$ cat src/assert_macros.svh
// ----------------------------------------------------------------------------
// assert_macros.svh
// Concurrent assertion shorthands clocked on clk_i and disabled in reset.
// ----------------------------------------------------------------------------
`ifndef ASSERT_MACROS_SVH
`define ASSERT_MACROS_SVH

// Check a property on every rising edge of clk_i outside reset.
`define GHD_ASSERT(lbl, prop, msg) \
  lbl: assert property (@(posedge clk_i) disable iff (!rst_ni) (prop)) else $error(msg);

// Check that a condition never holds outside reset.
`define GHD_NEVER(lbl, cond, msg) \
  lbl: assert property (@(posedge clk_i) disable iff (!rst_ni) !(cond)) else $error(msg);

`endif

$ cat src/ghd_pkg.sv
// ----------------------------------------------------------------------------
// ghd_pkg
// Types and constants shared by the home distance core and its serial unit.
// ----------------------------------------------------------------------------
package ghd_pkg;

  localparam int unsigned EarthW = 18;
  localparam int unsigned EastW  = 17;
  localparam int unsigned HLatW  = 27;
  localparam int unsigned HLonW  = 28;
  localparam int unsigned DistW  = 16;

  localparam logic [EarthW-1:0] EARTH_RESET = 18'd111194;

  localparam logic [31:0] K_MICRO   = 32'd1000000;
  localparam logic [31:0] K_1E4     = 32'd10000;
  localparam logic [31:0] K_COS2    = 32'd123370;
  localparam logic [31:0] K_81      = 32'd81;
  localparam logic [31:0] K_25      = 32'd25;
  localparam logic [31:0] K_12500   = 32'd12500;
  localparam logic [31:0] K_139     = 32'd139;
  localparam logic [31:0] K_1E7     = 32'd10000000;
  localparam logic [31:0] K_100     = 32'd100;
  localparam logic [31:0] K_5       = 32'd5;
  localparam logic [31:0] K_3       = 32'd3;

  typedef enum logic [0:0] {
    OP_MEASURE  = 1'b0,
    OP_SET_HOME = 1'b1
  } opcode_e;

  typedef enum logic [1:0] {
    ALU_MUL,
    ALU_DIV,
    ALU_SQRT
  } alu_op_e;

  typedef struct packed {
    logic        start;
    alu_op_e     op;
    logic [31:0] a;
    logic [31:0] b;
  } alu_req_t;

  typedef struct packed {
    logic        done;
    logic [31:0] res;
    logic [31:0] rem;
  } alu_rsp_t;

  typedef enum logic [4:0] {
    ST_IDLE,
    ST_LAT_DIV100, ST_LAT_MULQ, ST_LAT_MULR, ST_LAT_MUL5, ST_LAT_DIV3,
    ST_LON_DIV100, ST_LON_MULQ, ST_LON_MULR, ST_LON_MUL5, ST_LON_DIV3,
    ST_H_DEG, ST_H_SQ, ST_H_A2, ST_H_A4, ST_H_K, ST_H_D81, ST_H_D25, ST_H_P, ST_H_E,
    ST_M_NM, ST_M_ND, ST_M_NS, ST_M_EM, ST_M_ED, ST_M_ES, ST_M_AS, ST_M_RT,
    ST_FINISH
  } step_e;

endpackage

$ cat src/ghd_alu.sv
// ----------------------------------------------------------------------------
// ghd_alu
// Shared serial unit: shift-add multiply (1 bit/cycle), restoring divide
// (1 bit/cycle) and integer square root (2 bits/cycle). 32-bit wrapping.
// ----------------------------------------------------------------------------
module ghd_alu (
  input  logic              clk_i,
  input  logic              rst_ni,
  input  ghd_pkg::alu_req_t req_i,
  output ghd_pkg::alu_rsp_t rsp_o
);
  import ghd_pkg::*;

  logic        busy_q, busy_d;
  logic        done_q, done_d;
  alu_op_e     op_q, op_d;
  logic [4:0]  cnt_q, cnt_d;
  logic [32:0] p_q, p_d;
  logic [31:0] x_q, x_d;
  logic [31:0] y_q, y_d;

  logic [32:0] r2;
  logic [18:0] rs;
  logic [18:0] rt;

  always_comb begin
    busy_d = busy_q;
    done_d = 1'b0;
    op_d   = op_q;
    cnt_d  = cnt_q;
    p_d    = p_q;
    x_d    = x_q;
    y_d    = y_q;
    r2     = {p_q[31:0], y_q[31]};
    rs     = {p_q[16:0], y_q[30+:2]};
    rt     = {1'b0, x_q[15:0], 2'b01};
    if (req_i.start) begin
      busy_d = 1'b1;
      op_d   = req_i.op;
      p_d    = '0;
      if (req_i.op == ALU_SQRT) begin
        cnt_d = 5'd15;
        x_d   = '0;
        y_d   = req_i.a;
      end else if (req_i.op == ALU_DIV) begin
        // Shift the dividend out of y, hold the divisor in x.
        cnt_d = 5'd31;
        x_d   = req_i.b;
        y_d   = req_i.a;
      end else begin
        cnt_d = 5'd31;
        x_d   = req_i.a;
        y_d   = req_i.b;
      end
    end else if (busy_q) begin
      case (op_q)
        ALU_MUL: begin
          p_d = {1'b0, p_q[31:0] + (y_q[0] ? x_q : 32'd0)};
          x_d = {x_q[30:0], 1'b0};
          y_d = {1'b0, y_q[31:1]};
        end
        ALU_DIV: begin
          if (r2 >= {1'b0, x_q}) begin
            p_d = r2 - {1'b0, x_q};
            y_d = {y_q[30:0], 1'b1};
          end else begin
            p_d = r2;
            y_d = {y_q[30:0], 1'b0};
          end
        end
        ALU_SQRT: begin
          if (rs >= rt) begin
            p_d = {14'd0, rs - rt};
            x_d = {16'd0, x_q[14:0], 1'b1};
          end else begin
            p_d = {14'd0, rs};
            x_d = {16'd0, x_q[14:0], 1'b0};
          end
          y_d = {y_q[29:0], 2'b00};
        end
        default: begin
          p_d = p_q;
        end
      endcase
      cnt_d = cnt_q - 5'd1;
      if (cnt_q == 5'd0) begin
        busy_d = 1'b0;
        done_d = 1'b1;
      end
    end
  end

  always_ff @(posedge clk_i or negedge rst_ni) begin
    if (!rst_ni) begin
      busy_q <= 1'b0;
      done_q <= 1'b0;
      op_q   <= ALU_MUL;
      cnt_q  <= '0;
    end else begin
      busy_q <= busy_d;
      done_q <= done_d;
      op_q   <= op_d;
      cnt_q  <= cnt_d;
    end
  end

  always_ff @(posedge clk_i) begin
    p_q <= p_d;
    x_q <= x_d;
    y_q <= y_d;
  end

  always_comb begin
    rsp_o.done = done_q;
    rsp_o.rem  = p_q[31:0];
    case (op_q)
      ALU_MUL:  rsp_o.res = p_q[31:0];
      ALU_DIV:  rsp_o.res = y_q;
      ALU_SQRT: rsp_o.res = {16'd0, x_q[15:0]};
      default:  rsp_o.res = p_q[31:0];
    endcase
  end

endmodule

$ cat src/gps_home_distance_core.sv
// ----------------------------------------------------------------------------
// gps_home_distance_core
// Distance of a GPS fix from a stored home position, with peak tracking.
// ----------------------------------------------------------------------------
// Usage:
//  - Input stream s_axis: one transaction per fix. tuser selects the operation
//    (measure or set home) and which altitude to use; tdata holds the
//    degree-minute coordinates and both altitudes.
//  - Output stream m_axis: one transaction per fix with the distance, the
//    peak distance so far and the east-west meters per degree at home.
//  - APB port: register 0 holds the meters per degree of latitude.
//  - Every step runs on one shared serial unit: an operation is issued, steps
//    through its bits and is written back. A measurement issues 17 operations
//    plus the root before it loads its result; a set-home issues 19 operations.
//    One fix is in work at a time; s_axis_tready is high only while the
//    sequencer is idle, so a new fix is taken only after the last one is done.
//  - The result sits in an output register, so the next fix is taken while
//    the previous result waits. If the receiver stalls, the sequencer holds
//    its finished result until the output register frees up.
//  - Reset clears home, east scale and peak to zero and loads the register
//    with its default; no clearing pass is needed.
// ----------------------------------------------------------------------------
module gps_home_distance_core #(
  parameter logic [ghd_pkg::EarthW-1:0] EarthReset = ghd_pkg::EARTH_RESET
) (
  input  logic        clk_i,
  input  logic        rst_ni,
  // tdata: lat_whole[13:0], lat_frac[27:14], lon_whole[42:28], lon_frac[56:43],
  //        baro_alt[72:57], gps_alt[88:73], zero fill [95:89]
  input  logic [95:0] s_axis_tdata,
  // tuser: opcode[0], baro_valid[1]
  input  logic [1:0]  s_axis_tuser,
  input  logic        s_axis_tvalid,
  output logic        s_axis_tready,
  // tdata: distance[15:0], max_distance[31:16], east_scale[48:32], zero [55:49]
  output logic [55:0] m_axis_tdata,
  output logic        m_axis_tvalid,
  input  logic        m_axis_tready,
  input  logic        psel,
  input  logic        penable,
  input  logic        pwrite,
  input  logic [2:0]  paddr,
  input  logic [31:0] pwdata,
  output logic [31:0] prdata,
  output logic        pready
);
  import ghd_pkg::*;

  // Configuration
  logic [EarthW-1:0] earth_q;
  logic              cfg_wr;

  assign pready = 1'b1;
  assign cfg_wr = psel & penable & pwrite & (paddr == 3'd0);
  assign prdata = (paddr == 3'd0) ? {14'd0, earth_q} : 32'd0;

  always_ff @(posedge clk_i or negedge rst_ni) begin
    if (!rst_ni) begin
      earth_q <= EarthReset;
    end else if (cfg_wr) begin
      earth_q <= pwdata[EarthW-1:0];
    end
  end

  // Captured fix
  opcode_e      op_q;
  logic         baro_valid_q;
  logic [13:0]  lat_whole_q, lat_frac_q, lon_frac_q;
  logic [14:0]  lon_whole_q;
  logic [15:0]  baro_alt_q, gps_alt_q;

  // Working and state registers
  step_e             step_q, step_d;
  logic              issued_q;
  logic [31:0]       x_q, y_q, lat_q, lon_q, sum_q;
  logic [HLatW-1:0]  home_lat_q;
  logic [HLonW-1:0]  home_lon_q;
  logic [EastW-1:0]  east_q;
  logic [DistW-1:0]  dist_q, peak_q, peak_d;
  logic              out_valid_q;
  logic [55:0]       out_data_q;

  alu_req_t alu_req;
  alu_rsp_t alu_rsp;

  ghd_alu u_alu (
    .clk_i  (clk_i),
    .rst_ni (rst_ni),
    .req_i  (alu_req),
    .rsp_o  (alu_rsp)
  );

  logic        in_acc;
  logic        out_free;
  logic [31:0] diff_lat, diff_lon, home_lat_ext, home_lon_ext;
  logic [15:0] alt_raw;
  logic [16:0] alt_abs;
  logic [31:0] conv_sum;

  assign in_acc       = s_axis_tvalid & s_axis_tready;
  assign out_free     = ~out_valid_q | m_axis_tready;
  assign home_lat_ext = {5'd0, home_lat_q};
  assign home_lon_ext = {4'd0, home_lon_q};
  assign diff_lat     = (lat_q > home_lat_ext) ? lat_q - home_lat_ext : home_lat_ext - lat_q;
  assign diff_lon     = (lon_q > home_lon_ext) ? lon_q - home_lon_ext : home_lon_ext - lon_q;
  assign alt_raw      = baro_valid_q ? baro_alt_q : gps_alt_q;
  assign alt_abs      = alt_raw[15] ? 17'h10000 - {1'b0, alt_raw} : {1'b0, alt_raw};
  assign conv_sum     = x_q + alu_rsp.res;

  // Next state
  always_comb begin
    step_d = step_q;
    case (step_q)
      ST_IDLE:   if (s_axis_tvalid) step_d = ST_LAT_DIV100;
      ST_FINISH: if (out_free) step_d = ST_IDLE;
      default: begin
        if (alu_rsp.done) begin
          case (step_q)
            ST_LON_DIV3: step_d = (op_q == OP_SET_HOME) ? ST_H_DEG : ST_M_NM;
            ST_H_E:      step_d = ST_FINISH;
            ST_M_RT:     step_d = ST_FINISH;
            default:     step_d = step_e'(step_q + 5'd1);
          endcase
        end
      end
    endcase
  end

  // Outputs: handshake and operation issue
  always_comb begin
    s_axis_tready = (step_q == ST_IDLE);
    alu_req.start = ~issued_q && (step_q != ST_IDLE) && (step_q != ST_FINISH);
    alu_req.op    = ALU_MUL;
    alu_req.a     = 32'd0;
    alu_req.b     = 32'd0;
    case (step_q)
      ST_LAT_DIV100: begin alu_req.op = ALU_DIV; alu_req.a = {18'd0, lat_whole_q}; alu_req.b = K_100; end
      ST_LAT_MULQ:   begin alu_req.a = x_q; alu_req.b = K_MICRO; end
      ST_LAT_MULR:   begin alu_req.a = y_q; alu_req.b = K_1E4; end
      ST_LAT_MUL5:   begin alu_req.a = y_q + {18'd0, lat_frac_q}; alu_req.b = K_5; end
      ST_LAT_DIV3:   begin alu_req.op = ALU_DIV; alu_req.a = y_q; alu_req.b = K_3; end
      ST_LON_DIV100: begin alu_req.op = ALU_DIV; alu_req.a = {17'd0, lon_whole_q}; alu_req.b = K_100; end
      ST_LON_MULQ:   begin alu_req.a = x_q; alu_req.b = K_MICRO; end
      ST_LON_MULR:   begin alu_req.a = y_q; alu_req.b = K_1E4; end
      ST_LON_MUL5:   begin alu_req.a = y_q + {18'd0, lon_frac_q}; alu_req.b = K_5; end
      ST_LON_DIV3:   begin alu_req.op = ALU_DIV; alu_req.a = y_q; alu_req.b = K_3; end
      ST_H_DEG:      begin alu_req.op = ALU_DIV; alu_req.a = home_lat_ext; alu_req.b = K_1E4; end
      ST_H_SQ:       begin alu_req.a = x_q; alu_req.b = x_q; end
      ST_H_A2:       begin alu_req.op = ALU_DIV; alu_req.a = x_q; alu_req.b = K_1E4; end
      ST_H_A4:       begin alu_req.a = x_q; alu_req.b = x_q; end
      ST_H_K:        begin alu_req.a = x_q; alu_req.b = K_COS2; end
      ST_H_D81:      begin alu_req.op = ALU_DIV; alu_req.a = x_q; alu_req.b = K_81; end
      ST_H_D25:      begin alu_req.op = ALU_DIV; alu_req.a = y_q; alu_req.b = K_25; end
      ST_H_P:        begin alu_req.op = ALU_DIV; alu_req.a = K_1E7 - x_q + y_q; alu_req.b = K_12500; end
      ST_H_E:        begin alu_req.a = x_q; alu_req.b = K_139; end
      ST_M_NM:       begin alu_req.a = {14'd0, earth_q}; alu_req.b = diff_lat; end
      ST_M_ND:       begin alu_req.op = ALU_DIV; alu_req.a = x_q; alu_req.b = K_MICRO; end
      ST_M_NS:       begin alu_req.a = x_q; alu_req.b = x_q; end
      ST_M_EM:       begin alu_req.a = {15'd0, east_q}; alu_req.b = diff_lon; end
      ST_M_ED:       begin alu_req.op = ALU_DIV; alu_req.a = x_q; alu_req.b = K_MICRO; end
      ST_M_ES:       begin alu_req.a = x_q; alu_req.b = x_q; end
      ST_M_AS:       begin alu_req.a = {15'd0, alt_abs}; alu_req.b = {15'd0, alt_abs}; end
      ST_M_RT:       begin alu_req.op = ALU_SQRT; alu_req.a = sum_q; end
      default:       begin alu_req.op = ALU_MUL; end
    endcase
  end

  assign peak_d = (dist_q > peak_q) ? dist_q : peak_q;

  // Control registers
  always_ff @(posedge clk_i or negedge rst_ni) begin
    if (!rst_ni) begin
      step_q      <= ST_IDLE;
      issued_q    <= 1'b0;
      out_valid_q <= 1'b0;
      home_lat_q  <= '0;
      home_lon_q  <= '0;
      east_q      <= '0;
      peak_q      <= '0;
    end else begin
      step_q <= step_d;
      if (alu_rsp.done) begin
        issued_q <= 1'b0;
      end else if (alu_req.start) begin
        issued_q <= 1'b1;
      end
      if (step_q == ST_FINISH && out_free) begin
        out_valid_q <= 1'b1;
        peak_q      <= peak_d;
      end else if (m_axis_tready) begin
        out_valid_q <= 1'b0;
      end
      if (alu_rsp.done && step_q == ST_LON_DIV3 && op_q == OP_SET_HOME) begin
        home_lat_q <= lat_q[HLatW-1:0];
        home_lon_q <= conv_sum[HLonW-1:0];
      end
      if (alu_rsp.done && step_q == ST_H_E) begin
        east_q <= alu_rsp.res[EastW-1:0];
      end
    end
  end

  // Payload registers: capture the fix and write back each operation
  always_ff @(posedge clk_i) begin
    if (in_acc) begin
      op_q         <= opcode_e'(s_axis_tuser[0]);
      baro_valid_q <= s_axis_tuser[1];
      lat_whole_q  <= s_axis_tdata[13:0];
      lat_frac_q   <= s_axis_tdata[27:14];
      lon_whole_q  <= s_axis_tdata[42:28];
      lon_frac_q   <= s_axis_tdata[56:43];
      baro_alt_q   <= s_axis_tdata[72:57];
      gps_alt_q    <= s_axis_tdata[88:73];
      dist_q       <= '0;
    end
    if (step_q == ST_FINISH && out_free) begin
      out_data_q <= {7'd0, east_q, peak_d, dist_q};
    end
    if (alu_rsp.done) begin
      case (step_q)
        ST_LAT_DIV100, ST_LON_DIV100: begin
          x_q <= alu_rsp.res;
          y_q <= alu_rsp.rem;
        end
        ST_LAT_MULR, ST_LAT_MUL5, ST_LON_MULR, ST_LON_MUL5,
        ST_H_A4, ST_H_D25:            y_q   <= alu_rsp.res;
        ST_LAT_DIV3:                  lat_q <= conv_sum;
        ST_LON_DIV3:                  lon_q <= conv_sum;
        ST_M_NS:                      sum_q <= alu_rsp.res;
        ST_M_ES, ST_M_AS:             sum_q <= sum_q + alu_rsp.res;
        ST_M_RT:                      dist_q <= alu_rsp.res[DistW-1:0];
        default:                      x_q   <= alu_rsp.res;
      endcase
    end
  end

  assign m_axis_tvalid = out_valid_q;
  assign m_axis_tdata  = out_data_q;

  `include "assert_macros.svh"

  // Peak distance never drops.
  `GHD_ASSERT(a_peak_monotonic, 1'b1 |=> peak_q >= $past(peak_q), "peak distance decreased")
  // A result from the serial unit only comes back for an issued operation.
  `GHD_ASSERT(a_done_issued, alu_rsp.done |-> issued_q, "unit finished without issue")
  // A new result appears only out of the finishing step.
  `GHD_ASSERT(a_out_from_finish, $rose(out_valid_q) |-> $past(step_q == ST_FINISH), "result loaded outside finish step")
  // No operation is issued while idle.
  `GHD_NEVER(a_no_issue_idle, alu_req.start && step_q == ST_IDLE, "issue while idle")

endmodule
$ cat config.mk
export PLATFORM = sky130hd
export DESIGN_NAME = gps_home_distance_core
export DESIGN_NICKNAME = d
export VERILOG_FILES = /design/src/ghd_pkg.sv /design/src/ghd_alu.sv /design/src/gps_home_distance_core.sv
export VERILOG_INCLUDE_DIRS = /design/src /design/src/src
export SDC_FILE = /design/constraint.sdc
export NUM_CORES = 2
export LEC_CHECK = 0
export ABC_AREA = 1
export BUFFER_PORTS_ARGS = -buffer_cell sky130_fd_sc_hd__buf_2
export CAP_MARGIN = 10
export CORE_ASPECT_RATIO = 1.75
export CORE_MARGIN = 2
export CORE_UTILIZATION = 55
export DETAILED_ROUTE_END_ITERATION = 6
export PLACE_DENSITY = 0.73
export SLEW_MARGIN = 20
export SYNTH_ARGS = -nofsm -noshare
export SYNTH_HDL_FRONTEND = slang
export SYNTH_HIERARCHICAL = 1
export SYNTH_SLANG_ARGS = --single-unit
export TNS_END_PERCENT = 1
$ cat constraint.sdc
create_clock -name clk_i -period 12 [get_ports clk_i]
set_input_delay 1.2 -clock clk_i [delete_from_list [all_inputs] [get_ports clk_i]]
set_output_delay 1.2 -clock clk_i [all_outputs]
set_load 0.02 [all_outputs]
==> results of run 1 <==
## Yosys cell counts, types with 6 or more instances
cell type,number
nand2_1,2147
inv_1,1080
nand3_1,602
nor2_1,532
o21ai_0,502
a21oi_1,432
edfxtp_1,364
ha_1,356
dfrtp_1,113
clkbuf_1,106
nand4_1,98
xor2_1,80
nor3_1,69
o22ai_1,63
xnor2_1,49
dfxtp_1,48
buf_2,38
buf_4,34
nand3b_1,34
o21bai_1,34
o221ai_1,32
o21ai_1,31
inv_2,22
or2_2,22
o211ai_1,18
a21o_1,17
a22oi_1,17
a31oi_1,15
and2_1,15
o32ai_1,15
nor4_1,14
buf_6,11
nand2_2,11
o21a_1,11
a221oi_1,10
buf_1,10
fa_1,10
clkbuf_2,9
dfstp_2,9
nor2_2,9
o31ai_1,7
and3_1,6
clkinv_1,6
nor3_2,6
## layer usage
layer / GRT usage [%] / overflow
met1: 50.5 / 0
met5: 1.17 / 0
met4: 66.5 / 1
met3: 23.7 / 0
met2: 85.2 / 6
## per-stage QoR
step | hold slack (ns) | area, µm² | utilization, %
after floorplan | 0.431 | 47900 | -
after global placement | 0.448 | 49800 | 57.7
after detailed placement | 0.456 | 49800 | 57.7
after CTS | 0.472 | 51700 | 59.9
## cells by family after synthesis
logic type,after synthesis
AND/OR/NAND/NOR,3582
buffers and inverters,1317
multiplexers,1
AO/OA/AOI/OAI,1225
flip-flops,534
XOR/XNOR,129
other,2
adder cells (fa/ha/maj),366
==> flow_summary.ini, run 1 <==
[logic_synthesis]
synth_edf_count = 364
synth_adder_area_share_pct = 9.73
synth_top_family_by_area = simple AND/OR/NAND/NOR gates
netlist.area_leader.share_pct = 22.9
synth_simple_gate_area_share_pct = 31.5
synthesis.area_um2 = 47800
yosys_warnings = 6
ys_seq_area_share_pct = 31.3
ys.flop_type = edfxtp_1
synth_top_area_cell = edfxtp_1
synth.area.mux_share_pct = 0.0209
ys_ff_latch = 534
synth-xor-area-share_pct = 2.36
synth_cell_types = 68
synth_compound_area_share_pct = 14.2
synthArstFlopShare_pct = 22.8
avgSynthCellArea_um2 = 6.68
synth_cells = 7156
synthTopCellsByArea = edfxtp_1 (23%), nand2_1 (17%), ha_1 (9.3%)

[placement]
place_hpwl_mm = 184
dpl_worst_slack_ns = 6.54
numPortBuffers = 187
routabilityCongestion = 1.13
dp_cells = 8382

[run_status]
status = aborted with a tool error
error_line = [ERROR GRT-0116] Global routing finished with congestion. Check the congestion regions in the DRC Viewer.
haltStage = 5_1_grt

[cts]
holdBufCountCts = 0
htreeDepth = 2
cts_sinks = 534
clock_path_buffers = 3
postCtsSetupBuffers = 0
cts-resized-gates = 0
cts-root-buf = clkbuf_16
cts-buffers-inserted = 53

[floorplanning]
rows = 143
ios = 231
die-width_um = 227
initial_core_util_pct = 55.3
die_height_um = 394

[global_routing]
grt_max_degree = 93
grt_pass1_wl_mm = 358
grt_overflow = 7
track_usage_pct = 55.6
grt_pass1_vias = 55200
==> run 2, diff against run 1 <==
--- a/config.mk
+++ b/config.mk
@@ -9,11 +9,10 @@
 export ABC_AREA = 1
 export BUFFER_PORTS_ARGS = -buffer_cell sky130_fd_sc_hd__buf_2
 export CAP_MARGIN = 10
-export CORE_ASPECT_RATIO = 1.75
 export CORE_MARGIN = 2
-export CORE_UTILIZATION = 55
+export CORE_UTILIZATION = 40
 export DETAILED_ROUTE_END_ITERATION = 6
-export PLACE_DENSITY = 0.73
+export PLACE_DENSITY_LB_ADDON = 0.15
 export SLEW_MARGIN = 20
 export SYNTH_ARGS = -nofsm -noshare
 export SYNTH_HDL_FRONTEND = slang
==> flow_summary.ini, run 2 <==
[run_status]
status = finished, violations left
violations = DRC

[routing]
wl_met1_mm = 95.4
wl_met3_mm = 18.8
avgRoutedWirePerCell_um = 24.7
wirelength_mm = 220
top_layer = met5
vias = 49900
drc = 6
via_per_inst = 5.61
wl_met2_mm = 94.4
firstDrtPassIters = 7
drtIter0Drc = 5764
ant_nets = 0

[final_layout]
fin_nets = 7808
largest_register_ffs = 49
nFillCells = 12700
layout_common_cells = nand2_1 (2147), inv_1 (1078), nand3_1 (602)
fin_area_um2 = 52700
final_common_cell = nand2_1
drive_gt1_share_pct = 6.73
area_growth_pct = 10.3

[cts]
htreeDepth = 3
clock_path_buffers = 3
cts_tree = yes
clk_latency_ns = 0.67
cts-buffers-inserted = 68
cts-root-buf = clkbuf_16
cts-resized-gates = 0
cts_sinks = 534
postCtsSetupBuffers = 0
holdBufCountCts = 0
cts.reportedPaths.clkPinSlew_ns = 0.06

[power_and_ir_drop]
pwr_density_cell_nw_per_um2 = 240
clockPowerShare_pct = 17.6
p_sw_share_pct = 52.8
ir_drop_uv = 110
intPower_w = 0.00596
leakage_nw = 25.9
combPwrFrac_pct = 59.9
seq_power_share_pct = 22.5
power.total_w = 0.0126
p_sw_w = 0.00668

[sta]
fmax_ghz = 0.179
grt_setup_unrepaired = false
finClkSkew_ns = 0.0254
hold_ws_ns = 0.480
slew_headroom_pct = 10.4
fin_crit_ns = 5.60
setup_tns_ns = 0
min_period_over_period_pct = 46.7
finalMaxSlewViolations = 0
setup_viol = 0
setup_ws_ns = 6.40
final-hold-violation-count = 0
tightest_slew_ns = 1.33

[logic_synthesis]
synth.most_common_cell = nand2_1
ys.flop_type = edfxtp_1
synthTopCellsByCount = nand2_1 (2147), inv_1 (1080), nand3_1 (602), nor2_1 (532), o21ai_0 (502)
synthArstFlopShare_pct = 22.8
ys_ff_latch = 534
avgSynthCellArea_um2 = 6.68
synth_top_area_cell = edfxtp_1
synth_simple_gate_area_share_pct = 31.5
yosys_warnings = 6
ys_seq_area_share_pct = 31.3
synth_adder_area_share_pct = 9.73
synth_edf_count = 364
synth-xor-area-share_pct = 2.36
netlist.area_leader.share_pct = 22.9
synth.area.mux_share_pct = 0.0209
synth_top_family_by_area = simple AND/OR/NAND/NOR gates
synth_compound_area_share_pct = 14.2
synth_cell_types = 68
synth_cells = 7156
synthTopCellsByArea = edfxtp_1 (23%), nand2_1 (17%), ha_1 (9.3%)
synthesis.area_um2 = 47800

[global_routing]
track_usage_pct = 35.4
grt_max_degree = 87
grt_pass1_vias = 46700
grt_overflow = 0
grt_pass1_wl_mm = 316
antenna_found_initial = 24

[worst_hold_path]
hold_path.class = flop to flop
hold_path_depth = 1

[placement]
routabilityCongestion = 1.06
place_hpwl_mm = 181
dpl_cell_area_um2 = 50400
dpl_worst_slack_ns = 6.84
numPortBuffers = 187

[floorplanning]
initial_core_util_pct = 40.4
die_area_um2 = 122000
ios = 231
coreArea_um2 = 118000
rows = 126
die_height_um = 350
die-width_um = 350

[worst_setup_path]
endpoint_kind = flop
required_ns = 12.38
r2r_cells = 17
cp-start-kind = flop
arrival_ns = 5.98
crit_type = flop to flop
rrSetupSlack_ns = 6.40
cp_max_fo = 35

[run]
max_cap_viol_count = 0
[run 2: worst paths after layout]
path | from | end
min in group asynchronous | rst_ni | home_lon_q[7]
worst min register to register | u_alu/cnt_q[4] | u_alu/done_q
worst max register to register | step_q[0] | u_alu/y_q[28]
worst max-delay path | step_q[0] | u_alu/y_q[28]
max in group asynchronous | rst_ni | u_alu/cnt_q[2]
worst min-delay path | u_alu/cnt_q[4] | u_alu/done_q
[run 2: power groups by stage]
stage / Combinational [W] / Sequential [W] / Clock, W
global placement: 0.00733 / 0.00287 / 0
floorplan: 0.00475 / 0.00273 / 0
global route: 0.00823 / 0.00286 / 0.00232
finish: 0.00758 / 0.00284 / 0.00222
CTS: 0.00736 / 0.00284 / 0.00225
detailed placement: 0.00732 / 0.00287 / 0
[run 2: logic make-up after synthesis]
logic type / count (synthesis)
multiplexers: 1
AO/OA/AOI/OAI: 1225
flip-flops: 534
XOR/XNOR: 129
AND/OR/NAND/NOR: 3582
buffers and inverters: 1317
adder cells (fa/ha/maj): 366
other: 2
[run 2: layout make-up]
class	instances	area, µm²	share of cell area, %
Antenna cell	4	10.0	0.0190
Clock buffer	80	1800	3.41
Timing Repair Buffer	264	1520	2.88
Clock inverter	44	551	1.04
Multi-Input combinational cell	5325	27800	52.7
Sequential cell	534	15000	28.4
Tap cell	1536	1920	3.64
Inverter	1109	4170	7.90
[run 2: metal layers]
| layer | global-route usage (%) | vias up |
|---|---|---|
| li1 | - | 23800 |
| met3 | 6.66 | 399 |
| met1 | 48.1 | 23600 |
| met4 | 15.9 | 22 |
| met5 | 0 | - |
| met2 | 54.4 | 2141 |
[run 2: worst max-delay path: stages, from the launching register on]
cell and delay [ns]:
dfrtp_1 0.43, inv_1 0.11, ha_1 0.28, nand2_1 0.12, nor2_2 0.04, buf_4 0.25, inv_1 0.59, nand2_1 0.15
nor3_1 0.27, nand4_1 0.47, inv_1 0.24, nor2_2 0.05, buf_4 0.26, nor2_1 0.14, buf_4 0.38, clkinv_1 0.98
nor2_1 0.35, o221ai_1 0.17
[run 2: stage by stage]
step	util, %	std cells
after floorplan	-	7176
after global placement	42.6	8768
after detailed placement	42.6	8768
after CTS	44.6	8892
after global routing	44.6	8894
final	44.6	8896
Power figures use the tool's default switching activity.
